## src/sv/face_bounding_box_with_margin_core_macros.svh

```systemverilog
`ifndef FACE_BOUNDING_BOX_WITH_MARGIN_CORE_MACROS_SVH
`define FACE_BOUNDING_BOX_WITH_MARGIN_CORE_MACROS_SVH

// check a same-cycle implication and a next-cycle implication
`ifndef NO_ASSERTIONS
`define FBBM_ASSERT_IMPLIES(label, clk_s, rstn_s, ante, cons) \
    label: assert property (@(posedge clk_s) disable iff (!rstn_s) (ante) |-> (cons)) \
        else $error("fbbm assertion failed");
`define FBBM_ASSERT_NEXT(label, clk_s, rstn_s, ante, cons) \
    label: assert property (@(posedge clk_s) disable iff (!rstn_s) (ante) |=> (cons)) \
        else $error("fbbm assertion failed");
`else
`define FBBM_ASSERT_IMPLIES(label, clk_s, rstn_s, ante, cons)
`define FBBM_ASSERT_NEXT(label, clk_s, rstn_s, ante, cons)
`endif

`endif

```

## src/sv/fbbm_pkg.sv

```systemverilog
package fbbm_pkg;

    localparam int COORD_WIDTH_DEF = 32;
    localparam int FIELD_WIDTH     = 32;
    localparam int FACTOR_WIDTH    = 24;
    localparam int FRAC_BITS       = 16;
    localparam int QUEUE_DEPTH     = 4;
    localparam int PADDR_WIDTH     = 3;
    localparam int PDATA_WIDTH     = 32;
    localparam int REG_IDX_LSB     = 2;

    localparam logic [0:0] REG_MARGIN_FACTOR = 1'b0;

    typedef struct packed {
        logic signed [FIELD_WIDTH-1:0] x_coord;
        logic signed [FIELD_WIDTH-1:0] y_coord;
        logic signed [FIELD_WIDTH-1:0] z_coord;
        logic                          last_vertex;
    } vtx_t;

    typedef struct packed {
        logic signed [FIELD_WIDTH-1:0] min_x;
        logic signed [FIELD_WIDTH-1:0] min_y;
        logic signed [FIELD_WIDTH-1:0] min_z;
        logic signed [FIELD_WIDTH-1:0] max_x;
        logic signed [FIELD_WIDTH-1:0] max_y;
        logic signed [FIELD_WIDTH-1:0] max_z;
    } box_t;

endpackage

```

## src/sv/fbbm_front.sv

```systemverilog
module fbbm_front #(
    parameter int CW = fbbm_pkg::COORD_WIDTH_DEF
) (
    input  logic             clk,
    input  logic             rst_n,
    input  logic             vtx_valid,
    output logic             vtx_ready,
    input  fbbm_pkg::vtx_t   vtx,
    input  logic             full,
    output logic             push,
    output logic [6*CW-1:0]  push_box
);
    import fbbm_pkg::*;

    logic [FIELD_WIDTH-1:0] raw [3];
    logic signed [CW-1:0]   coord [3];
    logic signed [CW-1:0]   lo_reg [3];
    logic signed [CW-1:0]   hi_reg [3];
    logic signed [CW-1:0]   lo_next [3];
    logic signed [CW-1:0]   hi_next [3];
    logic                   face_start_reg;
    logic                   accept;

    assign raw[0] = vtx.x_coord;
    assign raw[1] = vtx.y_coord;
    assign raw[2] = vtx.z_coord;

    for (genvar a = 0; a < 3; a++)
    begin : g_axis
        if (CW <= FIELD_WIDTH)
        begin : g_trunc
            assign coord[a] = raw[a][CW-1:0];
        end
        else
        begin : g_sext
            assign coord[a] = {{(CW-FIELD_WIDTH){raw[a][FIELD_WIDTH-1]}}, raw[a]};
        end
    end

    assign vtx_ready = !full;
    assign accept    = vtx_valid && vtx_ready;
    assign push      = accept && vtx.last_vertex;

    always_comb
    begin
        for (int a = 0; a < 3; a++)
        begin
            lo_next[a] = (face_start_reg || coord[a] < lo_reg[a]) ? coord[a] : lo_reg[a];
            hi_next[a] = (face_start_reg || coord[a] > hi_reg[a]) ? coord[a] : hi_reg[a];
            push_box[a*CW +: CW]     = lo_next[a];
            push_box[(3+a)*CW +: CW] = hi_next[a];
        end
    end

    always_ff @(posedge clk)
    begin
        if (accept)
        begin
            for (int a = 0; a < 3; a++)
            begin
                lo_reg[a] <= lo_next[a];
                hi_reg[a] <= hi_next[a];
            end
        end
    end

    always_ff @(posedge clk or negedge rst_n)
    begin
        if (!rst_n)
        begin
            face_start_reg <= 1'b1;
        end
        else if (accept)
        begin
            face_start_reg <= vtx.last_vertex;
        end
    end

endmodule

```

## src/sv/fbbm_queue.sv

```systemverilog
`include "face_bounding_box_with_margin_core_macros.svh"

module fbbm_queue #(
    parameter int WIDTH = 6 * fbbm_pkg::COORD_WIDTH_DEF,
    parameter int DEPTH = fbbm_pkg::QUEUE_DEPTH
) (
    input  logic             clk,
    input  logic             rst_n,
    input  logic             push,
    input  logic [WIDTH-1:0] wr_data,
    input  logic             pop,
    output logic [WIDTH-1:0] rd_data,
    output logic             full,
    output logic             not_empty
);
    import fbbm_pkg::*;

    localparam int PW = (DEPTH > 1) ? $clog2(DEPTH) : 1;
    localparam int NW = $clog2(DEPTH + 1);

    logic [WIDTH-1:0] mem_reg [DEPTH];
    logic [PW-1:0]    wr_ptr_reg;
    logic [PW-1:0]    rd_ptr_reg;
    logic [NW-1:0]    count_reg;
    logic [PW-1:0]    wr_ptr_next;
    logic [PW-1:0]    rd_ptr_next;
    logic [NW-1:0]    count_next;

    assign rd_data   = mem_reg[rd_ptr_reg];
    assign full      = (count_reg == NW'(DEPTH));
    assign not_empty = (count_reg != '0);

    always_comb
    begin
        wr_ptr_next = (wr_ptr_reg == PW'(DEPTH - 1)) ? '0 : wr_ptr_reg + 1'b1;
        rd_ptr_next = (rd_ptr_reg == PW'(DEPTH - 1)) ? '0 : rd_ptr_reg + 1'b1;
        unique case ({push, pop})
            2'b10:   count_next = count_reg + 1'b1;
            2'b01:   count_next = count_reg - 1'b1;
            default: count_next = count_reg;
        endcase
    end

    always_ff @(posedge clk)
    begin
        if (push)
        begin
            mem_reg[wr_ptr_reg] <= wr_data;
        end
    end

    always_ff @(posedge clk or negedge rst_n)
    begin
        if (!rst_n)
        begin
            wr_ptr_reg <= '0;
            rd_ptr_reg <= '0;
            count_reg  <= '0;
        end
        else
        begin
            if (push)
            begin
                wr_ptr_reg <= wr_ptr_next;
            end
            if (pop)
            begin
                rd_ptr_reg <= rd_ptr_next;
            end
            count_reg <= count_next;
        end
    end

    `FBBM_ASSERT_IMPLIES(a_count_bound, clk, rst_n, 1'b1, count_reg <= NW'(DEPTH))
    `FBBM_ASSERT_IMPLIES(a_no_pop_empty, clk, rst_n, pop, count_reg != '0)
    `FBBM_ASSERT_IMPLIES(a_no_push_full, clk, rst_n, push, count_reg != NW'(DEPTH))

endmodule

```

## src/sv/fbbm_back.sv

```systemverilog
`include "face_bounding_box_with_margin_core_macros.svh"

module fbbm_back #(
    parameter int CW = fbbm_pkg::COORD_WIDTH_DEF
) (
    input  logic                              clk,
    input  logic                              rst_n,
    input  logic [fbbm_pkg::FACTOR_WIDTH-1:0] margin_factor,
    input  logic                              q_valid,
    input  logic [6*CW-1:0]                   q_data,
    output logic                              pop,
    output logic                              box_valid,
    input  logic                              box_ready,
    output fbbm_pkg::box_t                    box
);
    import fbbm_pkg::*;

    localparam int HW       = (CW + 1) / 2;
    localparam int PLW      = HW + FACTOR_WIDTH;
    localparam int PHW      = CW - HW + FACTOR_WIDTH;
    localparam int SUM_W    = CW + FACTOR_WIDTH + 1;
    localparam int RAW_W    = SUM_W - FRAC_BITS;
    localparam int MARGIN_W = CW + 2;
    localparam int EXT_W    = CW + 3;
    localparam logic [RAW_W-1:0] CAP = RAW_W'(1) << (CW + 1);

    function automatic logic [CW-1:0] sat_coord(input logic [EXT_W-1:0] v);
        logic [CW-1:0] r;
        if (v[EXT_W-1] && (v[EXT_W-1:CW-1] != '1))
        begin
            r = {1'b1, {(CW-1){1'b0}}};
        end
        else if (!v[EXT_W-1] && (v[EXT_W-1:CW-1] != '0))
        begin
            r = {1'b0, {(CW-1){1'b1}}};
        end
        else
        begin
            r = v[CW-1:0];
        end
        return r;
    endfunction

    logic                  advance;
    logic                  s1_valid_reg, s2_valid_reg, s3_valid_reg, s4_valid_reg;
    logic                  box_valid_reg;
    logic [6*CW-1:0]       s1_box_reg, s2_box_reg, s3_box_reg, s4_box_reg;
    logic [CW-1:0]         s1_span_reg [3];
    logic [CW-1:0]         s1_span_next [3];
    logic [CW-1:0]         s2_span_reg, s2_span_next;
    logic [PLW-1:0]        s3_plo_reg, s3_plo_next;
    logic [PHW-1:0]        s3_phi_reg, s3_phi_next;
    logic [SUM_W-1:0]      prod_full;
    logic [RAW_W-1:0]      margin_raw;
    logic [MARGIN_W-1:0]   s4_margin_reg, s4_margin_next;
    logic [CW-1:0]         res [6];
    logic [FIELD_WIDTH-1:0] field [6];
    box_t                  box_reg, box_next;

    assign advance   = !box_valid_reg || box_ready;
    assign pop       = advance && q_valid;
    assign box_valid = box_valid_reg;
    assign box       = box_reg;

    always_comb
    begin
        for (int a = 0; a < 3; a++)
        begin
            s1_span_next[a] = q_data[(3+a)*CW +: CW] - q_data[a*CW +: CW];
        end
    end

    always_comb
    begin
        s2_span_next = s1_span_reg[0];
        if (s1_span_reg[1] > s2_span_next)
        begin
            s2_span_next = s1_span_reg[1];
        end
        if (s1_span_reg[2] > s2_span_next)
        begin
            s2_span_next = s1_span_reg[2];
        end
    end

    assign s3_plo_next = PLW'(s2_span_reg[HW-1:0]) * PLW'(margin_factor);
    assign s3_phi_next = PHW'(s2_span_reg[CW-1:HW]) * PHW'(margin_factor);

    assign prod_full      = (SUM_W'(s3_phi_reg) << HW) + SUM_W'(s3_plo_reg);
    assign margin_raw     = prod_full[SUM_W-1:FRAC_BITS];
    assign s4_margin_next = (margin_raw > CAP) ? MARGIN_W'(CAP) : MARGIN_W'(margin_raw);

    always_comb
    begin
        for (int a = 0; a < 3; a++)
        begin
            res[a]   = sat_coord(EXT_W'($signed(s4_box_reg[a*CW +: CW]))
                                 - EXT_W'(s4_margin_reg));
            res[3+a] = sat_coord(EXT_W'($signed(s4_box_reg[(3+a)*CW +: CW]))
                                 + EXT_W'(s4_margin_reg));
        end
    end

    for (genvar i = 0; i < 6; i++)
    begin : g_field
        if (CW >= FIELD_WIDTH)
        begin : g_cut
            assign field[i] = res[i][FIELD_WIDTH-1:0];
        end
        else
        begin : g_zext
            assign field[i] = {{(FIELD_WIDTH-CW){1'b0}}, res[i]};
        end
    end

    always_comb
    begin
        box_next.min_x = field[0];
        box_next.min_y = field[1];
        box_next.min_z = field[2];
        box_next.max_x = field[3];
        box_next.max_y = field[4];
        box_next.max_z = field[5];
    end

    always_ff @(posedge clk)
    begin
        if (advance)
        begin
            s1_box_reg    <= q_data;
            s1_span_reg   <= s1_span_next;
            s2_box_reg    <= s1_box_reg;
            s2_span_reg   <= s2_span_next;
            s3_box_reg    <= s2_box_reg;
            s3_plo_reg    <= s3_plo_next;
            s3_phi_reg    <= s3_phi_next;
            s4_box_reg    <= s3_box_reg;
            s4_margin_reg <= s4_margin_next;
            box_reg       <= box_next;
        end
    end

    always_ff @(posedge clk or negedge rst_n)
    begin
        if (!rst_n)
        begin
            s1_valid_reg  <= 1'b0;
            s2_valid_reg  <= 1'b0;
            s3_valid_reg  <= 1'b0;
            s4_valid_reg  <= 1'b0;
            box_valid_reg <= 1'b0;
        end
        else if (advance)
        begin
            s1_valid_reg  <= pop;
            s2_valid_reg  <= s1_valid_reg;
            s3_valid_reg  <= s2_valid_reg;
            s4_valid_reg  <= s3_valid_reg;
            box_valid_reg <= s4_valid_reg;
        end
    end

    `FBBM_ASSERT_IMPLIES(a_margin_capped, clk, rst_n, s4_valid_reg,
                         s4_margin_reg <= MARGIN_W'(CAP))
    `FBBM_ASSERT_NEXT(a_stage4_reaches_out, clk, rst_n, s4_valid_reg && advance,
                      box_valid_reg)

endmodule

```

## src/sv/face_bounding_box_with_margin_core.sv

```systemverilog
// Face bounding box with relative margin.
// Vertex channel (vtx_valid/vtx_ready/vtx): one vertex per transaction, x, y, z
// in signed Q16.16 and last_vertex set on the final vertex of a face.
// Box channel (box_valid/box_ready/box): one widened, saturated box per face.
// The margin is the largest axis span times margin_factor (unsigned Q8.16),
// subtracted from each lower bound and added to each upper bound.
// Configuration: APB write of margin_factor at byte address 0, pready tied
// high; write it only while no face is in flight.
// Throughput: one vertex per cycle while the box queue is not full; faces of any
// length, single-vertex faces included, sustain one box per cycle while box_ready is high.
// Path: after its last vertex is taken, the box of a face passes in turn through the
// queue hop, span, max span, split multiply, margin sum and saturation registers.
// Stall: when box_ready is low while box_valid is high the back pipeline holds; the four-entry box queue
// absorbs faces until full, and only then vtx_ready drops.
// Reset: clears the queue, pipeline valids and margin_factor, and arms the
// front so the next vertex starts a new face.
module face_bounding_box_with_margin_core #(
    parameter int COORD_WIDTH = fbbm_pkg::COORD_WIDTH_DEF
) (
    input  logic                             clk,
    input  logic                             rst_n,
    input  logic                             vtx_valid,
    output logic                             vtx_ready,
    input  fbbm_pkg::vtx_t                   vtx,
    output logic                             box_valid,
    input  logic                             box_ready,
    output fbbm_pkg::box_t                   box,
    input  logic                             psel,
    input  logic                             penable,
    input  logic                             pwrite,
    input  logic [fbbm_pkg::PADDR_WIDTH-1:0] paddr,
    input  logic [fbbm_pkg::PDATA_WIDTH-1:0] pwdata,
    output logic [fbbm_pkg::PDATA_WIDTH-1:0] prdata,
    output logic                             pready
);
    import fbbm_pkg::*;

    localparam int BOX_W = 6 * COORD_WIDTH;

    logic [FACTOR_WIDTH-1:0] margin_factor_reg;
    logic [0:0]              reg_idx;
    logic                    cfg_write;
    logic                    push;
    logic [BOX_W-1:0]        push_box;
    logic                    pop;
    logic [BOX_W-1:0]        q_data;
    logic                    q_full;
    logic                    q_valid;

    assign pready    = 1'b1;
    assign reg_idx   = paddr[REG_IDX_LSB +: 1];
    assign cfg_write = psel && penable && pwrite && pready;
    assign prdata    = (reg_idx == REG_MARGIN_FACTOR) ?
                       PDATA_WIDTH'(margin_factor_reg) : '0;

    always_ff @(posedge clk or negedge rst_n)
    begin
        if (!rst_n)
        begin
            margin_factor_reg <= '0;
        end
        else if (cfg_write && reg_idx == REG_MARGIN_FACTOR)
        begin
            margin_factor_reg <= pwdata[FACTOR_WIDTH-1:0];
        end
    end

    fbbm_front #(
        .CW (COORD_WIDTH)
    ) u_front (
        .clk       (clk),
        .rst_n     (rst_n),
        .vtx_valid (vtx_valid),
        .vtx_ready (vtx_ready),
        .vtx       (vtx),
        .full      (q_full),
        .push      (push),
        .push_box  (push_box)
    );

    fbbm_queue #(
        .WIDTH (BOX_W),
        .DEPTH (QUEUE_DEPTH)
    ) u_queue (
        .clk       (clk),
        .rst_n     (rst_n),
        .push      (push),
        .wr_data   (push_box),
        .pop       (pop),
        .rd_data   (q_data),
        .full      (q_full),
        .not_empty (q_valid)
    );

    fbbm_back #(
        .CW (COORD_WIDTH)
    ) u_back (
        .clk           (clk),
        .rst_n         (rst_n),
        .margin_factor (margin_factor_reg),
        .q_valid       (q_valid),
        .q_data        (q_data),
        .pop           (pop),
        .box_valid     (box_valid),
        .box_ready     (box_ready),
        .box           (box)
    );

endmodule
```

## config.mk

```make
export PLATFORM = sky130hd
export DESIGN_NAME = face_bounding_box_with_margin_core
export DESIGN_NICKNAME = d
export VERILOG_FILES = /design/src/sv/fbbm_pkg.sv /design/src/sv/fbbm_front.sv /design/src/sv/fbbm_queue.sv /design/src/sv/fbbm_back.sv /design/src/sv/face_bounding_box_with_margin_core.sv
export VERILOG_INCLUDE_DIRS = /design/src /design/src/sv
export SDC_FILE = /design/constraint.sdc
export NUM_CORES = 2
export LEC_CHECK = 0
export BUFFER_PORTS_ARGS = -buffer_cell sky130_fd_sc_hd__buf_4
export CAP_MARGIN = 15
export CORE_MARGIN = 10
export CORE_UTILIZATION = 30
export CTS_BUF_LIST = sky130_fd_sc_hd__clkbuf_4 sky130_fd_sc_hd__clkbuf_8
export CTS_CLUSTER_SIZE = 16
export DETAILED_ROUTE_END_ITERATION = 12
export PLACE_DENSITY_LB_ADDON = 0.15
export SKIP_LAST_GASP = 1
export SYNTH_ARGS = -nofsm -noshare
export SYNTH_HDL_FRONTEND = slang
export SYNTH_SLANG_ARGS = --single-unit
export TNS_END_PERCENT = 50
```

## constraint.sdc

```tcl
create_clock -name clk -period 63.9 [get_ports clk]
set_input_delay 3.195 -clock clk [delete_from_list [all_inputs] [get_ports clk]]
set_output_delay 3.195 -clock clk [all_outputs]
set_load 0.005 [all_outputs]
```

Yosys cells after proc, flatten, opt, wreduce, memory -nomap -nowiden
Memories as Yosys holds them, arrays and structs flattened. Cells that the tools add are included.

Bits in registers: 1239. RAM bits: 960. Input port bits: 139. Output and inout bits: 227. Logic and storage cells: 130. Memories: 3.

$add $sub $neg: 14. Multiply operators: 2. $lt $le $gt $ge: 9. Equality and inequality tests: 11. Multiplexer cells: 22. Bitwise operators: 1. Reduce and logical (&&, ||, !) cells: 41.

Memories: u_queue.mem_reg (words 4, bits a word 192, read ports 1, clocked after memory_dff 0, write ports 1, RTL line fbbm_queue.sv:21) `logic [WIDTH-1:0] mem_reg [DEPTH];`; u_front.hi_reg (words 3, bits a word 32, read ports 3, clocked after memory_dff 0, write ports 3, RTL line fbbm_front.sv:18) `logic signed [CW-1:0] hi_reg [3];`; u_front.lo_reg (words 3, bits a word 32, read ports 3, clocked after memory_dff 0, write ports 3, RTL line fbbm_front.sv:17) `logic signed [CW-1:0] lo_reg [3];`.

Operator list (count): 32-bit two-way mux (14); 32-bit greater-than comparator (5); 35-bit by 34-bit adder with 35-bit output (3); 35-bit by 34-bit subtractor with 35-bit output (3); 32-bit < comparator (3); 32-bit subtractor (3); 16-bit by 24-bit multiplier with 40-bit output (2); 56-bit by 40-bit adder with 57-bit output (1); 41-bit by 34-bit greater-than comparator with 1-bit output, second input constant (1); 24-bit two-way mux (1); 4-bit != test, second input constant (6); 4-bit nonzero test (6); 1-bit logical AND (18); 1-bit zero test (8); 1-bit logical OR (7); 2-bit equality test, second input constant (3); 3-bit case mux with 2 select lines (1); 2-bit by 1-bit adder with 2-bit output, second input constant (2); 1-bit two-way mux (4); 2-bit two-way mux (2); 3-bit by 1-bit adder with 3-bit output, second input constant (1); 3-bit equality test, second input constant (1); 3-bit nonzero test (1); 3-bit by 1-bit subtractor with 3-bit output, second input constant (1); 3 further kinds (3).

Longest topological paths before layout
Depth after elaboration: 6. Gate-level depth with buffers: 28.

Cells and area by module
A second synthesis with hierarchy kept.

Cells, all modules: 9259. Area, all modules: 123417.1 µm².

By module, submodules not included: fbbm_back (times used 1, cells an instance 6869, area each 79950.4 µm², sequential area each 35739.3 µm²); fbbm_queue (times used 1, cells an instance 1042, area each 28135.7 µm², sequential area each 23237.3 µm²); fbbm_front (times used 1, cells an instance 1260, area each 14103.5 µm², sequential area each 5791.8 µm²); face_bounding_box_with_margin_core (times used 1, cells an instance 88, area each 1227.4 µm², sequential area each 600.6 µm²).

Worst setup path before layout
Ideal clock, no wire load.

Path type: input -> register. From: input box_ready. To: register u_back.s2_valid_reg. Setup time: 0.197 ns. Arrival time: 39.532 ns. Setup slack: 24.171 ns. Cell stages on the path: 3. Path buffers: 1. Cells stage by stage: nand2b_1 > clkbuf_1 > mux2_2.

Longest elaborated chain between the ends: 1.

Ends and longest elaborated chain: start: declaration (RTL line face_bounding_box_with_margin_core.sv:26) `input logic box_ready,`; 1-bit logical OR (RTL line fbbm_back.sv:60) `assign advance = !box_valid_reg || box_ready;`; via u_back.advance (RTL line fbbm_back.sv:44) `logic advance;`; end signal: assignment (RTL line fbbm_back.sv:156) `s2_valid_reg <= s1_valid_reg;`; end: declaration (RTL line fbbm_back.sv:45) `logic s1_valid_reg, s2_valid_reg, s3_valid_reg, s4_valid_reg;`.

The timed path passes the listed nets, and every way through them passes these cells. A chain may end at the register's enable or synchronous reset.

Final worst setup path
From: register u_back.s2_span_reg[6]. To: register u_back.s3_plo_reg[39] (data pin).

Longest elaborated chain between the ends: 1.

Ends and longest elaborated chain: start: declaration (RTL line fbbm_back.sv:50) `logic [CW-1:0] s2_span_reg, s2_span_next;`; start signal: assignment (RTL line fbbm_back.sv:133) `s2_span_reg <= s2_span_next;`; 16-bit by 24-bit multiplier with 40-bit output (RTL line fbbm_back.sv:86) `assign s3_plo_next = PLW'(s2_span_reg[HW-1:0]) * PLW'(margin_factor);`; via u_back.s3_plo_next[39] (RTL line fbbm_back.sv:51) `logic [PLW-1:0] s3_plo_reg, s3_plo_next;`; end signal: assignment (RTL line fbbm_back.sv:135) `s3_plo_reg <= s3_plo_next;`; end: declaration (RTL line fbbm_back.sv:51).

The timed path passes the listed nets, and every way through them passes these cells.

==> key figures <==
Global route
  • First-pass GRT wire length: 532000 um
  • Largest net degree at the start of global routing: 150
  • Vias in the first global route: 78000
  • Gr ovfl total: 0
  • Initial antenna violation count: 51
  • Global Route Usage Sum: 16.5%

Critical path
  • CP Cell Sequence: and2_1, fa_1, inv_1, fa_1, fa_1, fa_1, inv_1, fa_1, fa_1, ha_1, and3_1, o2111ai_1, a21oi_1, o311ai_0, o21ai_0, o211ai_1, a21oi_1, o41ai_1, a31oi_1, o41ai_1, nor2_1, a211oi_1
  • Worst path max stage delay: 1.10 ns
  • Crit start category: flip-flop
  • Worst EP arrival: 9.91 ns
  • Slowest stage cell, crit path: edfxtp_1
  • Data required, critical path: 64.67 ns
  • Most used cell, CP: fa_1
  • CP Capture Type: flip-flop
  • Crit path max fanout: 24
  • Critical path class: flip-flop to flip-flop

Final layout
  • Commonest non-fill, non-tap cells in the layout: edfxtp_1, inv_1, ha_1, nand2_1, fa_1
  • Share of cells above drive strength 1: 15.3%
  • Synth-to-layout area growth: 14.2%
  • Largest register FFs: 768
  • Final instance area: 0.140 mm2
  • Reg area: 0.0654 mm2
  • Filler cells: 39500
  • Commonest non-fill, non-tap cell in the layout: edfxtp_1
  • Multi-input combinational cell area: 0.0518 mm2
  • Final nets: 11400

Floorplan
  • Die area: 0.435 mm2
  • Starting Density: 30.2%
  • Die W: 659 um
  • Core area: 0.407 mm2
  • Die height: 659 um
  • Site Rows: 234
  • # IOs: 366

Drt
  • Post-route ant nets: 0
  • Vias per inst: 4.78
  • Iter 0 DRT Violations: 4934
  • Final wirelength: 367000 um
  • DR WL/cell: 23.5 um
  • DRC: 0
  • Drt first pass iters: 6
  • Via count: 74700

Logic synthesis
  • Synth area leaders: edfxtp_1, fa_1, ha_1, inv_1, mux4_2
  • Share of the synthesized area in the top cell type: 52.5%
  • Unique masters post-synth: 93
  • Cell area after synthesis: 0.123 mm2
  • Mapped Avg Cell Area: 13.2 um2
  • Post-synthesis register bit count: 2183
  • Mapped Cells: 9290
  • Top_reg_cell synth: edfxtp_1
  • Async SR Flop Fraction: 1.69%
  • EDFF count, synth: 2146
  • Ys Warns: 0
  • Seq/Total Area, Yosys: 53.3%
  • Dominant cell type by area after synthesis: edfxtp_1

Run
  • Max_cap viols: 0

Clock tree
  • Setup Buffers After CTS: 0
  • Skew-Pair Late Insertion Delay: 1.10 ns
  • CTS tree: built
  • H-tree Lvls: 5
  • CTS root buf: clkbuf_8
  • Cts hold-fix bufs: 0
  • Number of buffers created by CTS: 388
  • Clk buf depth: 4
  • Post_cts resized: 0
  • CTS sink cnt: 2183
  • Clock slew at reported path FFs: 0.06 ns

Timing
  • Relative slew slack: 22.2%
  • Minimum clock period: 9.14 ns
  • Final total negative setup slack: 0 ns
  • RSZ-0062 raised after global routing: false
  • Maximum clock rate: 0.109 GHz
  • Final hold violations: 0
  • Least-Margin Pin Slew: 1.17 ns
  • Fin. max-slew vios: 0
  • Period utilisation layout: 14.3%
  • Final Skew: 0.0845 ns
  • Setup-failing EPs final: 0

Placed design
  • GPL Wtd Cong: 0.876
  • Post-DP HPWL: 275000 um
  • Post-Place Cell Area: 0.132 mm2
  • Port bufs: 346

Run status
  • Status: finished, final reports clean

Min path
  • Hold Path Class: flip-flop to flip-flop
-- cell usage after synthesis, types with 26 or more instances --
cell type     n
nand4_1      83
a41oi_1      40
fa_1        622
and3_1       53
dfrtp_1      36
a21oi_1     543
mux2i_1      70
nor3_1       55
nand3_1      90
o21bai_1     35
xnor2_1     206
mux2_2      192
clkbuf_1    263
nor2b_1     107
a21o_1      257
buf_1        26
inv_1      1191
nand2_1     676
mux4_2      192
ha_1        801
xor2_1      137
a211oi_1     29
nor2_1      270
o21a_1       80
and2_1      330
edfxtp_1   2146
nand2b_1    125
a31oi_1      37
o211ai_1     53
o21ai_0     224
-- stage by stage --
step | hold slack, ns | util [%] | worst slack (ns) | std cells
after global routing | 0.374 | 34.4 | 54.40 | 15600
after CTS | 0.373 | 34.4 | 54.52 | 15600
after global placement | 0.402 | 32.5 | 54.56 | 14900
final | 0.388 | 34.4 | 54.76 | 15600
after floorplan | 0.400 | - | 24.17 | 9297
after detailed placement | 0.405 | 32.5 | 54.57 | 14900
-- worst max-delay path, delay by kind of cell (launching register included) --
family          cells  cell delay [ns]
simple gates        3             0.53
flops               1             1.10
buf+inv             2             0.13
compound gates     10             3.90
fa+ha+maj           7             3.17
-- area by class of cell --
cell class,count,share of cell area [%]
clock inverters,199,1.15
multi-input cells,5613,37.0
diodes,13,0.0232
well taps,5428,4.85
inverters,1191,3.19
repair buffers,486,2.69
clock buffers,502,4.45
flip-flops and latches,2183,46.7
-- routing by layer --
layer,global-route usage (%),share of wire (%),vias to the layer above
met4,6.96,4.6,32
met3,2.54,4.9,605
met5,0,0.050,-
met2,25.9,45,1951
met1,22.8,46,37900
li1,-,-,34300
-- kinds of logic (layout without fill, tap and decap cells) --
| group | Yosys count | after routing | share of synthesized area, % |
|---|---|---|---|
| flops | 2183 | 2183 | 53.3 |
| simple gates | 1905 | 1905 | 7.77 |
| buf+inv | 1501 | 2378 | 4.64 |
| compound gates | 1479 | 1479 | 7.65 |
| fa+ha+maj | 1423 | 1423 | 18.3 |
| mux | 454 | 454 | 5.86 |
| xor+xnor | 343 | 343 | 2.45 |
| other cells | 2 | 22 | 0.00612 |
-- final timing paths --
| kind | start | end | slack [ns] | depth (start not counted) |
|---|---|---|---|---|
| worst max-delay path | u_back.s2_span_reg[6] | u_back.s3_plo_reg[39] | 54.76 | 22 |
| worst min-delay path | u_back.s2_box_reg[114] | u_back.s3_box_reg[114] | 0.39 | 0 |
| worst max register to register | u_back.s2_span_reg[6] | u_back.s3_plo_reg[39] | 54.76 | 22 |
| worst min register to register | u_back.s2_box_reg[114] | u_back.s3_box_reg[114] | 0.39 | 0 |
| max in group asynchronous | rst_n | u_queue.rd_ptr_reg[0] | 61.23 | 1 |
| min in group asynchronous | rst_n | margin_factor_reg[12] | 2.17 | 1 |
Power is left out: the tool's default activity adds up to more than one toggle a clock period on the data nets, which glitch-free logic cannot reach.
